[src/rtl/assert_macros.svh]
// ------------------------------------------------------------------------
// Assertion macros
// Clocked concurrent assertion wrappers; define ASSERT_OFF to drop them.
// ------------------------------------------------------------------------
`ifndef ASSERT_MACROS_SVH
`define ASSERT_MACROS_SVH
`ifndef ASSERT_OFF
// checked only outside reset
`define ASSERT_CLK(lbl, prop, msg) \
  lbl: assert property (@(posedge clk) disable iff (!rst_n) (prop)) \
    else $error(msg);
// checked at every edge, reset included
`define ASSERT_CLK_RST(lbl, prop, msg) \
  lbl: assert property (@(posedge clk) (prop)) else $error(msg);
`else
`define ASSERT_CLK(lbl, prop, msg)
`define ASSERT_CLK_RST(lbl, prop, msg)
`endif
`endif

[src/rtl/fbecho_pkg.sv]
// ------------------------------------------------------------------------
// fbecho_pkg
// Shared constants, register codes and inter-module structs of the echo.
// ------------------------------------------------------------------------
package fbecho_pkg;

  localparam int DELAY_WORDS  = 65536;
  localparam int MAX_CHANNELS = 8;

  localparam int ADDR_W  = $clog2(DELAY_WORDS);
  localparam int LEN_W   = ADDR_W + 1;
  localparam int FP_W    = ADDR_W;
  localparam int CP_W    = $clog2(MAX_CHANNELS);
  localparam int CH_W    = CP_W + 1;
  localparam int STORE_W = 24;
  localparam int PCM_W   = 16;
  localparam int U8_W    = 8;

  localparam int DF_W  = 17;
  localparam int FB_W  = 15;
  localparam int MIX_W = 16;

  localparam int FB_MAX  = 32440;
  localparam int MIX_ONE = 32768;

  // tap dividend: frame * channels + channel, padded to whole radix-4 digits
  localparam int DVD_RAW_W = FP_W + CP_W;
  localparam int DVD_W     = DVD_RAW_W + (DVD_RAW_W % 2);
  localparam int MOD_STEPS = DVD_W / 2;
  localparam int STEP_W    = $clog2(MOD_STEPS);

  localparam int PADDR_W   = 5;
  localparam int PDATA_W   = 32;
  localparam int REG_IDX_W = PADDR_W - 2;

  localparam logic FMT_S16 = 1'b0;
  localparam logic FMT_U8  = 1'b1;

  typedef enum logic [REG_IDX_W-1:0] {
    REG_FORMAT   = 3'd0,
    REG_CHANNELS = 3'd1,
    REG_DELAY    = 3'd2,
    REG_FEEDBACK = 3'd3,
    REG_MIX      = 3'd4
  } reg_idx_t;

  // effective (clipped) configuration
  typedef struct packed {
    logic              fmt;
    logic [CH_W-1:0]   ch;
    logic [LEN_W-1:0]  len;
    logic [FB_W-1:0]   fb;
    logic [MIX_W-1:0]  mix;
  } cfg_t;

  typedef struct packed {
    logic             start;
    logic [DVD_W-1:0] dividend;
  } mod_req_t;

  typedef struct packed {
    logic              busy;
    logic              done;
    logic [ADDR_W-1:0] rem;
  } mod_rsp_t;

endpackage

[src/rtl/fbecho_cfg.sv]
// ------------------------------------------------------------------------
// fbecho_cfg
// APB register file; clips the raw settings into the working configuration.
// ------------------------------------------------------------------------
module fbecho_cfg (
  input  logic                           clk,
  input  logic                           rst_n,
  input  logic                           psel,
  input  logic                           penable,
  input  logic                           pwrite,
  input  logic [fbecho_pkg::PADDR_W-1:0] paddr,
  input  logic [fbecho_pkg::PDATA_W-1:0] pwdata,
  output logic [fbecho_pkg::PDATA_W-1:0] prdata,
  output logic                           pready,
  output fbecho_pkg::cfg_t               cfg
);

  localparam int CH_W   = fbecho_pkg::CH_W;
  localparam int DF_W   = fbecho_pkg::DF_W;
  localparam int FB_W   = fbecho_pkg::FB_W;
  localparam int MIX_W  = fbecho_pkg::MIX_W;
  localparam int LEN_W  = fbecho_pkg::LEN_W;
  localparam int PROD_W = DF_W + CH_W;

  logic                         fmt_r;
  logic [CH_W-1:0]              chn_r;
  logic [DF_W-1:0]              df_r;
  logic [FB_W-1:0]              fb_r;
  logic [MIX_W-1:0]             mix_r;
  logic                         wr_en;
  fbecho_pkg::reg_idx_t         idx;
  logic [CH_W-1:0]              ch_eff;
  logic [DF_W-1:0]              df_eff;
  logic [PROD_W-1:0]            len_prod;

  assign pready = 1'b1;
  assign wr_en  = psel && penable && pwrite;
  assign idx    = fbecho_pkg::reg_idx_t'(paddr[fbecho_pkg::PADDR_W-1:2]);

  always_ff @(posedge clk) begin
    if (!rst_n) begin
      fmt_r <= fbecho_pkg::FMT_S16;
      chn_r <= CH_W'(1);
      df_r  <= DF_W'(1);
      fb_r  <= '0;
      mix_r <= '0;
    end else if (wr_en) begin
      case (idx)
        fbecho_pkg::REG_FORMAT:   fmt_r <= pwdata[0];
        fbecho_pkg::REG_CHANNELS: chn_r <= pwdata[CH_W-1:0];
        fbecho_pkg::REG_DELAY:    df_r  <= pwdata[DF_W-1:0];
        fbecho_pkg::REG_FEEDBACK: fb_r  <= pwdata[FB_W-1:0];
        fbecho_pkg::REG_MIX:      mix_r <= pwdata[MIX_W-1:0];
        default: ;
      endcase
    end
  end

  always_comb begin
    case (idx)
      fbecho_pkg::REG_FORMAT:   prdata = fbecho_pkg::PDATA_W'(fmt_r);
      fbecho_pkg::REG_CHANNELS: prdata = fbecho_pkg::PDATA_W'(chn_r);
      fbecho_pkg::REG_DELAY:    prdata = fbecho_pkg::PDATA_W'(df_r);
      fbecho_pkg::REG_FEEDBACK: prdata = fbecho_pkg::PDATA_W'(fb_r);
      fbecho_pkg::REG_MIX:      prdata = fbecho_pkg::PDATA_W'(mix_r);
      default:                  prdata = '0;
    endcase
  end

  // zero channels counts as one, too many saturates
  always_comb begin
    if (chn_r == '0) begin
      ch_eff = CH_W'(1);
    end else if (chn_r > CH_W'(fbecho_pkg::MAX_CHANNELS)) begin
      ch_eff = CH_W'(fbecho_pkg::MAX_CHANNELS);
    end else begin
      ch_eff = chn_r;
    end
    df_eff   = (df_r == '0) ? DF_W'(1) : df_r;
    len_prod = PROD_W'(df_eff) * PROD_W'(ch_eff);
  end

  assign cfg.fmt = fmt_r;
  assign cfg.ch  = ch_eff;
  assign cfg.len = (len_prod > PROD_W'(fbecho_pkg::DELAY_WORDS))
                   ? LEN_W'(fbecho_pkg::DELAY_WORDS) : len_prod[LEN_W-1:0];
  assign cfg.fb  = (fb_r > FB_W'(fbecho_pkg::FB_MAX)) ? FB_W'(fbecho_pkg::FB_MAX) : fb_r;
  assign cfg.mix = (mix_r > MIX_W'(fbecho_pkg::MIX_ONE)) ? MIX_W'(fbecho_pkg::MIX_ONE)
                                                         : mix_r;

endmodule

[config.mk]
export PLATFORM = sky130hd
export DESIGN_NAME = fbecho_cfg
export DESIGN_NICKNAME = d
export VERILOG_FILES = /design/src/rtl/assert_macros.svh /design/src/rtl/fbecho_pkg.sv /design/src/rtl/fbecho_cfg.sv
export SDC_FILE = /design/constraint.sdc
export NUM_CORES = 1
export LEC_CHECK = 0
export BUFFER_PORTS_ARGS = -buffer_cell sky130_fd_sc_hd__clkbuf_2
export CORE_AREA = 2 2 102 104
export DETAILED_ROUTE_END_ITERATION = 7
export DIE_AREA = 0 0 104 106
export PLACE_DENSITY = 0.82
export SLEW_MARGIN = 20
export SYNTH_ARGS = -nofsm -noshare
export SYNTH_HDL_FRONTEND = slang
export SYNTH_SLANG_ARGS = --single-unit
[constraint.sdc]
create_clock -name clk -period 7.34 [get_ports clk]
set_input_delay 1.468 -clock clk [delete_from_list [all_inputs] [get_ports clk]]
set_output_delay 1.468 -clock clk [all_outputs]
set_load 0.02 [all_outputs]
==> results.txt <==
The worst-case IR drop observed on VDD is 0.113 mV. The post-synthesis cell area is 0.00548 mm². The first global-routing pass estimated 22,300 µm of wire. The routed layout has 4,984 vias. The maximum operating frequency is 144 MHz. After the first detailed-routing iteration, the DRC count stood at 227.

The tree is rooted in a clkbuf_8. The worst-path maximum fanout came out at 17. At the pin with the least slew margin, the transition time is 0.967 ns. The critical path in this run is classified as register to primary output. The flow ran to the end, and the final reports show no timing, DRC or antenna violations.

Global routing consumed, on the met1 layer, 31.0% of the routing resources. The quantity of hold-fixing buffers added after cts is 0. The worst-skew pair later-pin latency came out at 0.31 ns. The global routing met3 resource utilization is 2.70%. The detailed-route DRC error count came out at 0. The worst setup path is captured at a primary output. The number of distinct library cells after synthesis came out at 76. The number of enable flip-flop cells after synthesis came out at 0.

Setup total negative slack on the finished layout was measured at 0 ns. The die area came out at 0.0110 mm². Counting flops with an async set or reset pin after synthesis yields a share of 0%. Clock-pin slew was measured on the worst setup and hold paths at 0.10 ns. After global routing the overflow that remains totals 0. Headroom to the max-slew limit came out at 35.3%. The data required time of the worst path came out at 5.87 ns. The CTS sink count came out at 53. Of the synthesized area, sequential elements account for 19.4%. The most frequently used flop master after synthesis is dfxtp_1. The max-slew violation total from the final report came out at 0. During synthesis, Yosys emitted a total of 0 warnings.

The final antenna-violating net count is 0. Grouping stages by cell kind, the critical path spends the most delay in compound AO/OA/AOI/OAI gates. Setup repair after global routing left no endpoint under its margin. In this run the number of H-tree levels came out at 2. The layer flagged by global routing as most heavily used is met2. The power per cell area came out at 86.4 mW/mm². The final net count is 854. The floorplan step set the die width to 104 µm.

The number of global-route vias before repair came out at 4,754. In this run the worst hold path is classified as register to register. The number of ports placed on the die boundary is 128. The number of standard-cell rows in the floorplan came out at 37. The final critical delay including setup and external delays came out at 6.95 ns. In the final routed layout, each cell accounts on average for 14.9 µm. The first TritonRoute pass finished after 4 iterations. The mean instance size in the synthesized netlist came out at 7.87 µm². The relative area change from synthesis to final layout came out at 9.53%.

Synthesis produced 696 cells. The routability-driven placement congestion ratio came out at 0.897. Setup violations remaining at the end of the flow were counted as 0.

The startpoint type of the worst setup path is a register. The pin count of the biggest net entering global routing is 54. The longest individual stage delay on the worst path came out at 0.60 ns. Once the floorplan was initialized, standard cells occupied 54.8% of the core. The total routing usage reported by global routing came out at 23.9%. The share of the core filled with cells in the final layout came out at 60.0%.

In this run the standard cell core region covers 0.0100 mm². In the finished design, the share of the clock period the worst path needs comes to 94.7%. The routed wire length came out at 13,300 µm. The HPWL after detailed placement came out at 10,500 µm. For met2 alone, demand over resource in global routing was 41.2%. The clock skew after layout is 0 ns.

Across the run, the number of max-cap violations was 0. The count of buffers from port buffering is 94. TritonCTS built the clock tree. Counting flops and latches in the post-synthesis netlist gives 53.

Walking the worst path, the cells encountered are nor4_1 > a41oi_1 > nand2b_1 > fa_1 > fa_1 > inv_1 > ha_1 > a211oi_4 > o31ai_4 > o2111a_1 > a2111oi_4 > xor2_1 > nand4_2 > a211oi_1 > clkbuf_2. The initial antenna violation count was 0. In this run the static leakage power is 0.00284 µW. Dividing the detail-routed via count by the number of cells gives 5.57. 0 antenna diodes ended up in the layout. The final number of hold-violating endpoints is 0. Among all stages on the critical path, the largest delay is contributed by fa_1. In this run, CTS created clock tree buffers numbering 5. The number of buffer and inverter instances along the worst setup path came out at 2. Measured along the y axis, the die boundary spans 106 µm. The maximum buffer depth of the clock tree is 2.

STA puts the critical path data arrival time at 5.49 ns. In this design, the critical path's most frequently occurring cell is fa_1. In the final layout, the share of cells above drive strength 1 is 19.5%.
-- sequential cells by signal, summed over array words and instances, names as in the netlist --
signal / cells
fb_r: 15
mix_r: 16
chn_r: 4
fmt_r: 1
df_r: 17
-- report_power, final --
| part | switching (µW) | internal, µW |
|---|---|---|
| Combinational | 37.7 | 19.9 |
| Clock | 100 | 67.9 |
| Sequential | 3.21 | 289 |
| Total | 141 | 377 |
-- cells in the final DEF (no fill, tap or decap), drive strengths merged, types with 10 or more instances in the layout --
master / count
a211oi: 12
a21boi: 47
a21oi: 14
and2: 52
clkbuf: 99
conb: 16
dfxtp: 53
fa: 30
ha: 25
inv: 59
mux2i: 16
nand2: 141
nor2: 10
nor2b: 29
nor3: 13
o21ai: 24
-- stage by stage --
step                std cells  area, µm²  hold WS (ns)  power [µW]  setup slack [ns]
floorplan                 710       5530         0.453         342              1.22
global placement          886       5900         0.467         355             0.567
detailed placement        886       5900         0.480         356             0.436
CTS                       894       5990         0.498         518             0.106
global route              894       6000         0.521         537            0.0556
finish                    894       6000         0.495         518             0.387
-- synthesized netlist by cell type, types with 3 or more instances --
master    count  share of area, %
nor2_1       10              0.69
nand2_1     141               9.7
fa_1         30                11
and4_1        3              0.48
a21o_1        6              0.82
clkbuf_1     36               2.5
a21boi_1     10               1.4
buf_4        18               2.5
nor4_1        9               1.0
nor2b_1      29               3.3
a22oi_1       3              0.41
xor2_1        9               1.4
mux2_2        3              0.62
o21a_1        3              0.41
dfxtp_1      53                19
nand3_1       3              0.27
inv_1        58               4.0
mux2i_1      16               2.9
nor3_1        8              0.73
or3_1         3              0.34
or2_2         7              0.80
a211oi_1      6              0.82
o21ai_0      22               2.0
nor3b_1       3              0.41
and2_1       52               5.9
ha_1         25               5.7
a21oi_1      13               1.2
a21boi_0     37               5.1
nand2b_1      5              0.57
xnor2_1       6              0.96
nor3_2        5              0.91
and3_1        4              0.46
a211oi_2      5               1.1
-- tightest hold or removal path, delay by kind of cell (launching register included) --
kind             cells  cell delay [ns]
AND/OR/NAND/NOR      1             0.06
AO/OA/AOI/OAI        1             0.05
flip-flops           1             0.34
-- path summary, 6_finish.rpt --
kind,endpoint,start,depth (start not counted),slack [ns]
setup reg to reg,mix_r[15],mix_r[15],2,6.38
setup / recovery,cfg[34],df_r[13],15,0.39
hold / removal,mix_r[13],mix_r[13],2,0.50
hold reg to reg,mix_r[13],mix_r[13],2,0.50
-- kinds of logic after synthesis --
family	after synthesis	synth area share [%]
compound gates	138	19.8
xor+xnor	16	2.70
fa+ha+maj	55	16.7
buf+inv	117	9.55
flops	53	19.4
mux	20	3.95
other cells	2	0.137
simple gates	295	27.8
-- timing repair --
item / in CTS / in global routing
endpoints found under the hold margin: 0 / 0
gates resized for setup: 0 / 2
buffers inserted: 0 / 0
endpoints found under the setup margin: 0 / 17
-- area by class of cell --
| class | count | area (µm²) |
|---|---|---|
| tap | 136 | 170 |
| timing repair buffer | 99 | 508 |
| inverter | 58 | 218 |
| fill | 877 | 4000 |
| clock inverter | 3 | 21.3 |
| sequential | 53 | 1060 |
| multi-input combinational | 540 | 3950 |
| clock buffer | 5 | 68.8 |
-- metal layers --
metal  wire [µm]  vias up
met5           0        -
met4         316        0
met3         832       24
met2        6270      197
met1        5890     2359
li1            -     2404
No activity file was read; power rests on OpenSTA's default activity.
