**src/rtl/assert_macros.svh**
```systemverilog
// ------------------------------------------------------------------------
// Assertion macros
// Clocked concurrent assertion wrappers; define ASSERT_OFF to drop them.
// ------------------------------------------------------------------------
`ifndef ASSERT_MACROS_SVH
`define ASSERT_MACROS_SVH
`ifndef ASSERT_OFF
// checked only outside reset
`define ASSERT_CLK(lbl, prop, msg) \
  lbl: assert property (@(posedge clk) disable iff (!rst_n) (prop)) \
    else $error(msg);
// checked at every edge, reset included
`define ASSERT_CLK_RST(lbl, prop, msg) \
  lbl: assert property (@(posedge clk) (prop)) else $error(msg);
`else
`define ASSERT_CLK(lbl, prop, msg)
`define ASSERT_CLK_RST(lbl, prop, msg)
`endif
`endif

```
**src/rtl/fbecho_pkg.sv**
```systemverilog
// ------------------------------------------------------------------------
// fbecho_pkg
// Shared constants, register codes and inter-module structs of the echo.
// ------------------------------------------------------------------------
package fbecho_pkg;

  localparam int DELAY_WORDS  = 65536;
  localparam int MAX_CHANNELS = 8;

  localparam int ADDR_W  = $clog2(DELAY_WORDS);
  localparam int LEN_W   = ADDR_W + 1;
  localparam int FP_W    = ADDR_W;
  localparam int CP_W    = $clog2(MAX_CHANNELS);
  localparam int CH_W    = CP_W + 1;
  localparam int STORE_W = 24;
  localparam int PCM_W   = 16;
  localparam int U8_W    = 8;

  localparam int DF_W  = 17;
  localparam int FB_W  = 15;
  localparam int MIX_W = 16;

  localparam int FB_MAX  = 32440;
  localparam int MIX_ONE = 32768;

  // tap dividend: frame * channels + channel, padded to whole radix-4 digits
  localparam int DVD_RAW_W = FP_W + CP_W;
  localparam int DVD_W     = DVD_RAW_W + (DVD_RAW_W % 2);
  localparam int MOD_STEPS = DVD_W / 2;
  localparam int STEP_W    = $clog2(MOD_STEPS);

  localparam int PADDR_W   = 5;
  localparam int PDATA_W   = 32;
  localparam int REG_IDX_W = PADDR_W - 2;

  localparam logic FMT_S16 = 1'b0;
  localparam logic FMT_U8  = 1'b1;

  typedef enum logic [REG_IDX_W-1:0] {
    REG_FORMAT   = 3'd0,
    REG_CHANNELS = 3'd1,
    REG_DELAY    = 3'd2,
    REG_FEEDBACK = 3'd3,
    REG_MIX      = 3'd4
  } reg_idx_t;

  // effective (clipped) configuration
  typedef struct packed {
    logic              fmt;
    logic [CH_W-1:0]   ch;
    logic [LEN_W-1:0]  len;
    logic [FB_W-1:0]   fb;
    logic [MIX_W-1:0]  mix;
  } cfg_t;

  typedef struct packed {
    logic             start;
    logic [DVD_W-1:0] dividend;
  } mod_req_t;

  typedef struct packed {
    logic              busy;
    logic              done;
    logic [ADDR_W-1:0] rem;
  } mod_rsp_t;

endpackage

```
**src/rtl/fbecho_mod.sv**
```systemverilog
// ------------------------------------------------------------------------
// fbecho_mod
// Iterative modulo unit: restoring remainder, two dividend bits a cycle.
// ------------------------------------------------------------------------
`include "assert_macros.svh"

module fbecho_mod (
  input  logic                         clk,
  input  logic                         rst_n,
  input  fbecho_pkg::mod_req_t         req,
  input  logic [fbecho_pkg::LEN_W-1:0] divisor,
  output fbecho_pkg::mod_rsp_t         rsp
);

  localparam int LEN_W = fbecho_pkg::LEN_W;
  localparam int DVD_W = fbecho_pkg::DVD_W;
  localparam int STEP_W = fbecho_pkg::STEP_W;

  logic                busy_r, busy_nxt;
  logic                done_r, done_nxt;
  logic [STEP_W-1:0]   cnt_r, cnt_nxt;
  logic [LEN_W-1:0]    rem_r, rem_nxt;
  logic [DVD_W-1:0]    dvd_r, dvd_nxt;
  logic [LEN_W-1:0]    div_r, div_nxt;
  logic [LEN_W:0]      sh1_c, sh2_c;
  logic [LEN_W-1:0]    r1_c, r2_c;

  // two restoring steps; the partial remainder stays below the divisor
  always_comb begin
    sh1_c = {rem_r, dvd_r[DVD_W-1]};
    r1_c  = (sh1_c >= {1'b0, div_r}) ? LEN_W'(sh1_c - {1'b0, div_r})
                                     : sh1_c[LEN_W-1:0];
    sh2_c = {r1_c, dvd_r[DVD_W-2]};
    r2_c  = (sh2_c >= {1'b0, div_r}) ? LEN_W'(sh2_c - {1'b0, div_r})
                                     : sh2_c[LEN_W-1:0];
  end

  always_comb begin
    busy_nxt = busy_r;
    done_nxt = 1'b0;
    cnt_nxt  = cnt_r;
    rem_nxt  = rem_r;
    dvd_nxt  = dvd_r;
    div_nxt  = div_r;
    if (req.start) begin
      busy_nxt = 1'b1;
      cnt_nxt  = STEP_W'(fbecho_pkg::MOD_STEPS - 1);
      rem_nxt  = '0;
      dvd_nxt  = req.dividend;
      // hold the divisor for the whole run
      div_nxt  = divisor;
    end else if (busy_r) begin
      rem_nxt = r2_c;
      dvd_nxt = {dvd_r[DVD_W-3:0], 2'b00};
      cnt_nxt = cnt_r - STEP_W'(1);
      if (cnt_r == '0) begin
        busy_nxt = 1'b0;
        done_nxt = 1'b1;
      end
    end
  end

  always_ff @(posedge clk) begin
    if (!rst_n) begin
      busy_r <= 1'b0;
      done_r <= 1'b0;
      cnt_r  <= '0;
    end else begin
      busy_r <= busy_nxt;
      done_r <= done_nxt;
      cnt_r  <= cnt_nxt;
    end
  end

  always_ff @(posedge clk) begin
    rem_r <= rem_nxt;
    dvd_r <= dvd_nxt;
    div_r <= div_nxt;
  end

  assign rsp.busy = busy_r;
  assign rsp.done = done_r;
  assign rsp.rem  = rem_r[fbecho_pkg::ADDR_W-1:0];

  `ASSERT_CLK(a_mod_rem_below_div, done_r |-> (rem_r < div_r), "remainder not reduced")
  `ASSERT_CLK(a_mod_no_restart, req.start |-> !busy_r, "modulo restarted while busy")

endmodule

```
**config.mk**
```make
export PLATFORM = sky130hd
export DESIGN_NAME = fbecho_mod
export DESIGN_NICKNAME = d
export VERILOG_FILES = /design/src/rtl/fbecho_pkg.sv /design/src/rtl/fbecho_mod.sv
export VERILOG_INCLUDE_DIRS = /design/src /design/src/rtl
export SDC_FILE = /design/constraint.sdc
export NUM_CORES = 1
export LEC_CHECK = 0
export ABC_AREA = 1
export BUFFER_PORTS_ARGS = -buffer_cell sky130_fd_sc_hd__buf_2
export CORE_ASPECT_RATIO = 0.75
export CORE_MARGIN = 3
export CORE_UTILIZATION = 59
export CTS_CLUSTER_SIZE = 24
export DETAILED_ROUTE_END_ITERATION = 16
export PLACE_DENSITY = 0.77
export SYNTH_ARGS = -nofsm -noshare
export SYNTH_HDL_FRONTEND = slang
export SYNTH_SLANG_ARGS = --single-unit
```
**constraint.sdc**
```tcl
create_clock -name clk -period 4.4 [get_ports clk]
set_input_delay 0.88 -clock clk [delete_from_list [all_inputs] [get_ports clk]]
set_output_delay 0.88 -clock clk [all_outputs]
set_load 0.005 [all_outputs]
```
==> flow_summary_export.csv, run 1 <==
group,metric,value,unit
outcome,status,"finished clean",
sta,fin_setup_tns,0,ps
synthesis,yosys_warnings,0,
synthesis,syn_nets,756,
critical_path,arrival,4340,ps
clock_tree,clk_latency,350,ps
finish,area_delta_synth_final,9.654,%
sta,min_period,4087,ps
sta,finClkSkew,14.42,ps
sta,slew_headroom,0.2270,
critical_path,worstPathRequired,4650,ps
sta,final-hold-violation-count,0,
finish,design_area,0.005230,mm2
synthesis,synth_edf_count,37,
synthesis,syn-cell-area,0.004770,mm2
pwr,power.density,494.5,mW/mm2
pwr,p_leak,2.908,nW
grt,grt_pass1_vias,4023,
pwr,peakVddDrop,260.7,uV
clock_tree,cts_hold_buf,0,
route,post_drt_wl_per_cell,14.32,um
placement,pre_cts_slack,289.7,ps
floorplan,initial_core_util,0.6275,
floorplan,die_area,0.009210,mm2
finish,diodes,0,
sta,fmax,244.7,MHz
route,via_per_inst,5.304,
clock_tree,cts_sinks,60,
floorplan,core,0.007601,mm2
sta,setup_violations,0,
synthesis,synthArstFlopShare,0,
route,vias,4397,
floorplan,num_rows,27,
finish,drive_above_1_share,0.1662,
grt,grt_pass1_wl,19060,um
placement,hpwl,9185,um
floorplan,pin_count,58,
synthesis,yosysSeqAreaShare,0.3295,
sta,report.final.slew_viol_count,0,
job,maxCapViolations,0,
critical_path,cp-end-kind,"flop",
route,dr.first_iter.drc_count,367,
clock_tree,h-tree-depth,3,
critical_path,crit_type,"reg2reg",
synthesis,avgSynthCellArea,7.024,um2
route,detail-route-antenna-nets,0,
placement,postPlaceCellArea,0.004979,mm2
placement,place_inst,807,
synthesis,ys.flop_type,"edfxtp_1",
sta,min_period_over_period,0.9289,
floorplan,die_w,109.8,um
sta,rsz0062_at_grt,"false",
clock_tree,path_clk_slew,80,ps
placement,io_buffers,57,
grt,grt_max_degree,40,
sta,layout_setup_ws,312.8,ps
grt,grt-ovfl-total,0,
grt,grt_use_total,0.2645,
finish,final_cell_count_no_fill,829,
route,first_pass_iters,5,
clock_tree,clockBufferDepth,2,
critical_path,worst-path-max-fanout,33,
floorplan,die_y,83.87,um
placement,finalWeightedCongestion,0.9201,
synthesis,synth_cell_type_count,38,
synthesis,netlist_instances,679,
critical_path,start_kind,"flop",
synthesis,yosys_register_bits,60,
min_path,worstHoldPathType,"reg2reg",
pwr,total_power,0.002586,W
route,wirelength,11870,um
clock_tree,cts_tree,"built",
route,drc,0,
grt,antenna_found_initial,0,
finish,final_net_count,800,
sta,tightest_slew,1155,ps
clock_tree,cts_buffers,9,
clock_tree,ctsRootBufferMaster,"clkbuf_8",
## what timing repair did
item | in CTS | in global routing
setup buffers | 0 | 6
setup endpoints to repair | 0 | 17
gates resized for setup | 0 | 9
## synth_stat cells, types with 2 or more instances
| cell | instances | area share |
|---|---|---|
| a21oi_1 | 31 | 0.033 |
| nor3_1 | 4 | 0.0042 |
| buf_2 | 2 | 0.0021 |
| o211ai_1 | 2 | 0.0031 |
| dfxtp_1 | 23 | 0.097 |
| nand2_1 | 235 | 0.18 |
| buf_4 | 21 | 0.033 |
| or2_1 | 4 | 0.0052 |
| ha_1 | 35 | 0.092 |
| inv_1 | 93 | 0.073 |
| inv_2 | 5 | 0.0039 |
| clkbuf_1 | 8 | 0.0063 |
| or2_2 | 2 | 0.0026 |
| nand2_4 | 3 | 0.0071 |
| nor2_1 | 30 | 0.024 |
| nor2_2 | 2 | 0.0026 |
| fa_1 | 2 | 0.0084 |
| o21ai_0 | 20 | 0.021 |
| xnor2_1 | 19 | 0.035 |
| o21a_1 | 2 | 0.0031 |
| nand3_2 | 3 | 0.0063 |
| o21ai_1 | 16 | 0.017 |
| nand3b_1 | 2 | 0.0031 |
| o21bai_1 | 4 | 0.0063 |
| nand2_2 | 17 | 0.022 |
| edfxtp_1 | 37 | 0.23 |
| nand3_1 | 46 | 0.048 |
## power breakdown
group          total (W)  leakage, nW  switching, W  internal (W)
logic            0.00144         2.26      0.000884      0.000561
registers       0.000717        0.559     0.0000502      0.000666
clock network   0.000426       0.0849      0.000227      0.000198
## logic make-up (layout without fill, tap and decap cells)
logic type | Yosys count | in the layout | synth area share
AO/OA/AOI/OAI | 79 | 79 | 0.08919
XOR/XNOR | 20 | 20 | 0.03673
adder cells (fa/ha/maj) | 37 | 37 | 0.1002
buffers and inverters | 130 | 179 | 0.1228
flip-flops | 60 | 60 | 0.3295
AND/OR/NAND/NOR | 353 | 353 | 0.3216
## sequential cells by signal (all words and copies together) (netlist names)
| name | count |
|---|---|
| cnt_r | 4 |
| rem_r | 17 |
| done_r | 1 |
| dvd_r | 20 |
| busy_r | 1 |
| div_r | 17 |
## stage by stage
step / utilization / hold WS (ps)
finish: 0.6881 / 493.0
detailed placement: 0.6550 / 463.9
global route: 0.6881 / 487.1
global placement: 0.6550 / 466.3
CTS: 0.6759 / 476.3
floorplan: - / 426.1
## layer usage
| metal | global-route usage | wire length [um] | vias up |
|---|---|---|---|
| met5 | 0 | 0 | - |
| met4 | 0.06002 | 195 | 0 |
| met3 | 0.07502 | 1220 | 19 |
| met2 | 0.3744 | 4766 | 206 |
| met1 | 0.3958 | 5688 | 1940 |
| li1 | - | - | 2232 |
## layout by cell type (no fill, tap or decap), types with 6 or more instances in the layout
cell type	count
buf_2	57
nand2_1	234
nand3_1	46
xnor2_1	19
a21oi_1	28
nand2_2	18
o21ai_0	20
buf_4	7
inv_1	92
edfxtp_1	37
nor2_1	29
inv_2	6
dfxtp_1	23
o21ai_1	16
clkbuf_8	9
ha_1	35
## layout make-up
class | instances | area, um2
Clock inverter | 6 | 31.28
Multi-Input combinational cell | 489 | 2648
Timing Repair Buffer | 65 | 357.8
Fill cell | 676 | 2371
Sequential cell | 60 | 1572
Inverter | 98 | 367.9
Clock buffer | 10 | 127.6
Tap cell | 101 | 126.4
## path summary, 6_finish.rpt
path              from   endpoint  slack (ps)  cells past startpoint
max          div_r[11]  rem_r[11]         310                     27
min          rem_r[16]  rem_r[16]         490                      2
max reg2reg  div_r[11]  rem_r[11]         310                     27
min reg2reg  rem_r[16]  rem_r[16]         490                      2
## critical path, cell delays in order (launching register included)
cell and delay, ps:
edfxtp_1 360, inv_1 140, ha_1 320, a21oi_1 240, inv_1 70, nand2_1 70, a21oi_1 90, nor2_4 210
nand2_8 160, or2_2 300, nand2_1 140, inv_1 70, ha_1 350, nand2_1 100, inv_1 60, nand2_1 90
inv_1 40, a21oi_1 190, nand2_1 110, nand2_1 70, nand2_1 50, nand2_1 100, nand2_4 100, nor2_8 160
buf_4 180, nand2_2 60, nand3_1 90, nand2_1 60
No activity file was read; power rests on OpenSTA's default activity.
==> run 2, diff against run 1 <==
Settings changed: PLACE_DENSITY 0.77 to 0.81.
==> run 2 against run 1 <==
Combinational power shrank 3%. Clock power grew 38%. Total power grew 4.1%. Cell count shrank 0.60%. Core utilization grew 0.23 points. Count of clock-buffer cells in the layout grew 2. Largest cell class unchanged.
==> flow_summary_export.csv, run 2 (synthesis gave the netlist of run 1 again) <==
group,metric,value,unit
placement,pre_cts_slack,348.0,ps
clock_tree,clockBufferDepth,2,
critical_path,worst-r2r-cell-count,26,
route,post_drt_wl_per_cell,14.20,um
job,maxCapViolations,0,
sta,hold-worst-slack,486.9,ps
grt,grtUsageMet2,0.3634,
critical_path,arrival,4300,ps
critical_path,start_kind,"flop",
finish,layout_commonest_cell,"nand2_1",
route,first_pass_iters,5,
min_path,hold_depth,2,
finish,final_cell_mix,"235 x nand2_1, 93 x inv_1, 57 x buf_2",
floorplan,num_rows,27,
route,drc,0,
min_path,worstHoldPathType,"reg2reg",
clock_tree,path_clk_slew,70,ps
sta,min_period_over_period,0.9210,
sta,slew_headroom,0.2826,
finish,regMostFlops,"dvd_r",
grt,grt_pass1_vias,4029,
finish,diodes,0,
finish,nFillCells,665,
floorplan,die_w,109.8,um
clock_tree,cts_sinks,60,
critical_path,cp-end-kind,"flop",
clock_tree,cts_tree,"built",
route,vias,4405,
placement,hpwl,9076,um
clock_tree,h-tree-depth,3,
sta,min_period,4052,ps
finish,area_delta_synth_final,10.02,%
clock_tree,clk_latency,360,ps
pwr,peakVddDrop,245.5,uV
floorplan,core,0.007601,mm2
finish,final_cell_count_no_fill,824,
critical_path,crit_type,"reg2reg",
grt,grt-ovfl-total,0,
placement,finalWeightedCongestion,0.8858,
sta,fmax,246.8,MHz
finish,final_net_count,795,
sta,tightest_slew,1072,ps
clock_tree,cts_setup_buffers,0,
grt,antenna_found_initial,0,
route,dr.first_iter.drc_count,346,
route,via_per_inst,5.346,
sta,setup_violations,0,
route,detail-route-antenna-nets,0,
sta,final-hold-violation-count,0,
route,wirelength,11700,um
pwr,total_power,0.002693,W
placement,io_buffers,57,
grt,met3_usage,0.08275,
floorplan,die_area,0.009210,mm2
grt,grt_use_total,0.2659,
floorplan,die_y,83.87,um
clock_tree,cts_buffers,9,
finish,reg_top3,"dvd_r (20), div_r (17), rem_r (17)",
finish,fin_util,0.6904,
finish,drive_above_1_share,0.1591,
sta,finClkSkew,10.28,ps
sta,layout_setup_ws,347.7,ps
grt,grt_pass1_wl,19140,um
grt,use_met1,0.3999,
placement,place_inst,807,
floorplan,pin_count,58,
pwr,p_leak,2.911,nW
sta,report.final.slew_viol_count,0,
clock_tree,ctsRootBufferMaster,"clkbuf_8",
outcome,status,"finished clean",
grt,grt.busiest_layer,"met1",
grt,grt_max_degree,40,
pwr,power.density,513.3,mW/mm2
floorplan,initial_core_util,0.6275,
critical_path,worstPathRequired,4650,ps
finish,largest_reg_flops,20,
critical_path,worst-path-max-fanout,33,
==> run 2: cell types whose count changed in the layout (fill, tap and decap cells not counted), moves of 2 or more <==
cell	change
buf_4	-5
clkinv_2	-2
a21oi_1	+2
clkinv_1	-2
clkbuf_16	+2
==> run 2: power breakdown <==
part | total, W | switching [W] | internal [W] | leakage (nW)
Sequential | 0.000717 | 0.0000505 | 0.000666 | 0.559
Clock | 0.000588 | 0.000242 | 0.000346 | 0.119
Combinational | 0.00139 | 0.000882 | 0.000507 | 2.23
==> run 2: worst paths after layout <==
check / from / end / slack, ps
hold / removal: rem_r[16] / rem_r[16] / 490
hold reg to reg: rem_r[16] / rem_r[16] / 490
setup reg to reg: div_r[4] / rem_r[0] / 350
setup / recovery: div_r[4] / rem_r[0] / 350
==> run 2: layout make-up <==
type                    count  area (um2)  share of cell area
clock inverters             4       51.30            0.009776
well taps                 101       126.4             0.02408
flip-flops and latches     60        1572              0.2995
inverters                  98       367.9             0.07010
multi-input cells         490        2643              0.5036
repair buffers             59       300.3             0.05722
clock buffers              12       187.7             0.03577
==> run 2: worst max-delay path, cell delays in order, from the launching register on <==
cell and delay (ps):
edfxtp_1 360, inv_1 190, ha_1 330, nand2_1 150, inv_2 50, nand2_1 80, nand2_1 50, nand2_1 60
nand3_2 90, nand2_2 140, nand2_8 140, or2_2 300, nand2_1 130, inv_1 60, ha_1 350, a21oi_1 210
nand2_1 90, a21oi_1 140, nand2_1 100, nand2_1 70, nand2_1 60, nand2_1 100, nand2_4 160, nor2_4 300
nand2_1 90, nand3_1 90, nand2_1 60
==> run 2: timing repair <==
action,CTS,global route
endpoints found under the setup margin,0,17
gates resized for setup,0,4
hold buffers,0,0
hold endpoints to repair,0,0
==> run 2: metrics by stage <==
stage	TNS [ps]	instance area, um2
after global routing	-2.051	5248
after CTS	0	5218
final	0	5248
after detailed placement	0	4979
after global placement	0	4979
after floorplan	0	4770
==> run 2: routing by layer <==
layer,share of wire,vias up
met2,0.41,181
li1,-,2214
met1,0.48,1998
met5,0,-
met3,0.099,12
met4,0.012,0
==> run 3, diff against run 2 <==
Settings changed: PLACE_DENSITY 0.81 to 0.89.
==> run 3 against run 2 <==
Global-route usage grew 0.47 points. Core utilization is 1.0 points lower. Die area stayed put. Maximum frequency fell by 1.2%. Highest routed layer unchanged. Flip-flop and latch count unchanged. Critical endpoint is now rem_r[2]. First-iteration DRC count up 17%. Register-to-register slack got worse by 50 ps.
==> flow_summary_export.csv, run 3 (synthesis gave the netlist of run 1 again) <==
group,metric,value,unit
critical_path,critPathTopFamily,"simple AND/OR/NAND/NOR gates",
sta,min_period,4101,ps
clock_tree,cts_hold_buf,0,
finish,regMostFlops,"dvd_r",
finish,seq_area,0.001572,mm2
pwr,peakVddDrop,318.7,uV
route,detail-route-antenna-nets,0,
placement,hpwl,9336,um
critical_path,worstPathCellList,"inv_1, ha_1, a21oi_2, inv_1, nand2_1, a21oi_1, nor2_4, nand2_8, or2_2, nand2_1, inv_1, ha_1, a21oi_1, nand2_1, a21oi_2, nand2_1, nand2_1, nand2_1, nand2_1, nand2_4, nor2_4, nand2_1, nand3_1, nand2_1",
finish,largest_reg_flops,20,
finish,design_area,0.005170,mm2
finish,area_delta_synth_final,8.395,%
placement,io_buffers,57,
clock_tree,path_clk_slew,80,ps
floorplan,pin_count,58,
sta,finClkSkew,11.42,ps
floorplan,die_w,109.8,um
grt,antenna_found_initial,0,
finish,nFillCells,651,
clock_tree,ctsRootBufferMaster,"clkbuf_8",
route,drc,0,
finish,final_cell_mix,"235 x nand2_1, 93 x inv_1, 57 x buf_2",
sta,tightest_slew,1085,ps
floorplan,die_y,83.87,um
clock_tree,clk_latency,350,ps
route,via_per_inst,5.396,
floorplan,core,0.007601,mm2
finish,final_net_count,794,
sta,rsz0062_at_grt,"false",
critical_path,path_buf_inv,3,
floorplan,initial_core_util,0.6275,
critical_path,cp-end-kind,"flop",
critical_path,worst-path-max-fanout,33,
grt,grt_pass1_vias,4163,
placement,finalWeightedCongestion,0.8807,
sta,final-hold-violation-count,0,
finish,diodes,0,
sta,fin_setup_tns,0,ps
critical_path,critPathMaxStageDelay,370,ps
clock_tree,cts_sinks,60,
clock_tree,cts_buffers,9,
finish,reg_top3,"dvd_r (20), div_r (17), rem_r (17)",
finish,drive_above_1_share,0.1565,
clock_tree,clockBufferDepth,2,
job,maxCapViolations,0,
sta,setup_violations,0,
sta,report.final.slew_viol_count,0,
route,vias,4441,
sta,min_period_over_period,0.9320,
clock_tree,cts_tree,"built",
pwr,p_leak,2.865,nW
floorplan,die_area,0.009210,mm2
min_path,worstHoldPathType,"reg2reg",
route,dr.first_iter.drc_count,406,
placement,postPlaceCellArea,0.004971,mm2
route,first_pass_iters,5,
floorplan,num_rows,27,
outcome,status,"finished clean",
grt,grt_use_total,0.2705,
critical_path,slowest_stage,"edfxtp_1",
critical_path,worstPathRequired,4650,ps
critical_path,crit_type,"reg2reg",
placement,pre_cts_slack,253.4,ps
critical_path,arrival,4350,ps
finish,multi_input_area,0.002643,mm2
route,post_drt_wl_per_cell,14.35,um
critical_path,cpMostUsedCell,"nand2_1",
sta,layout_setup_ws,299.1,ps
grt,grt_pass1_wl,19600,um
finish,layout_commonest_cell,"nand2_1",
pwr,power.density,493.6,mW/mm2
grt,grt_max_degree,34,
sta,slew_headroom,0.2741,
grt,grt-ovfl-total,0,
critical_path,start_kind,"flop",
sta,hold-worst-slack,494.3,ps
clock_tree,h-tree-depth,3,
finish,fin_util,0.6802,
route,wirelength,11810,um
sta,fmax,243.8,MHz
[run 3: through the flow]
step / cells / power [W]
floorplan: 679 / 0.001809
global placement: 806 / 0.002015
detailed placement: 806 / 0.002061
CTS: 822 / 0.002499
global route: 823 / 0.002747
finish: 823 / 0.002552
[run 3: final cells by class]
type                            instances  area share
Sequential cell                        60      0.3040
Timing Repair Buffer                   58     0.05663
Inverter                               98     0.07115
Multi-Input combinational cell        490      0.5111
Clock buffer                           10     0.02469
Clock inverter                          6    0.007986
Tap cell                              101     0.02444
[run 3: final timing paths]
| kind | startpoint | to | slack [ps] | depth (start not counted) |
|---|---|---|---|---|
| min | rem_r[16] | rem_r[16] | 490 | 2 |
| min reg2reg | rem_r[16] | rem_r[16] | 490 | 2 |
| max reg2reg | div_r[11] | rem_r[2] | 300 | 24 |
| max | div_r[11] | rem_r[2] | 300 | 24 |
[run 3: metal layers]
layer	up-vias	wire length [um]	global-route usage
met2	234	4952	0.3827
met4	0	158	0.06908
met5	-	0	0
met3	18	1329	0.06651
li1	2225	-	-
met1	1964	5369	0.4091
[run 3: report_power, final]
| part | internal, W | total, W | switching (W) |
|---|---|---|---|
| clock | 0.000203 | 0.000436 | 0.000233 |
| combinational | 0.000508 | 0.00140 | 0.000895 |
| sequential | 0.000666 | 0.000713 | 0.0000470 |
[run 3: worst reg2reg max path: stages (launching register included)]
cell and delay, ps:
edfxtp_1 370, inv_1 140, ha_1 330, a21oi_2 210, inv_1 50, nand2_1 70, a21oi_1 100, nor2_4 190
nand2_8 160, or2_2 320, nand2_1 180, inv_1 80, ha_1 350, a21oi_1 220, nand2_1 110, a21oi_2 130
nand2_1 90, nand2_1 70, nand2_1 40, nand2_1 100, nand2_4 160, nor2_4 300, nand2_1 90, nand3_1 100
nand2_1 50
[run 3: what timing repair did]
item | in CTS | in global routing
setup buffers | 0 | 0
gates resized for setup | 0 | 4
endpoints found under the setup margin | 0 | 17
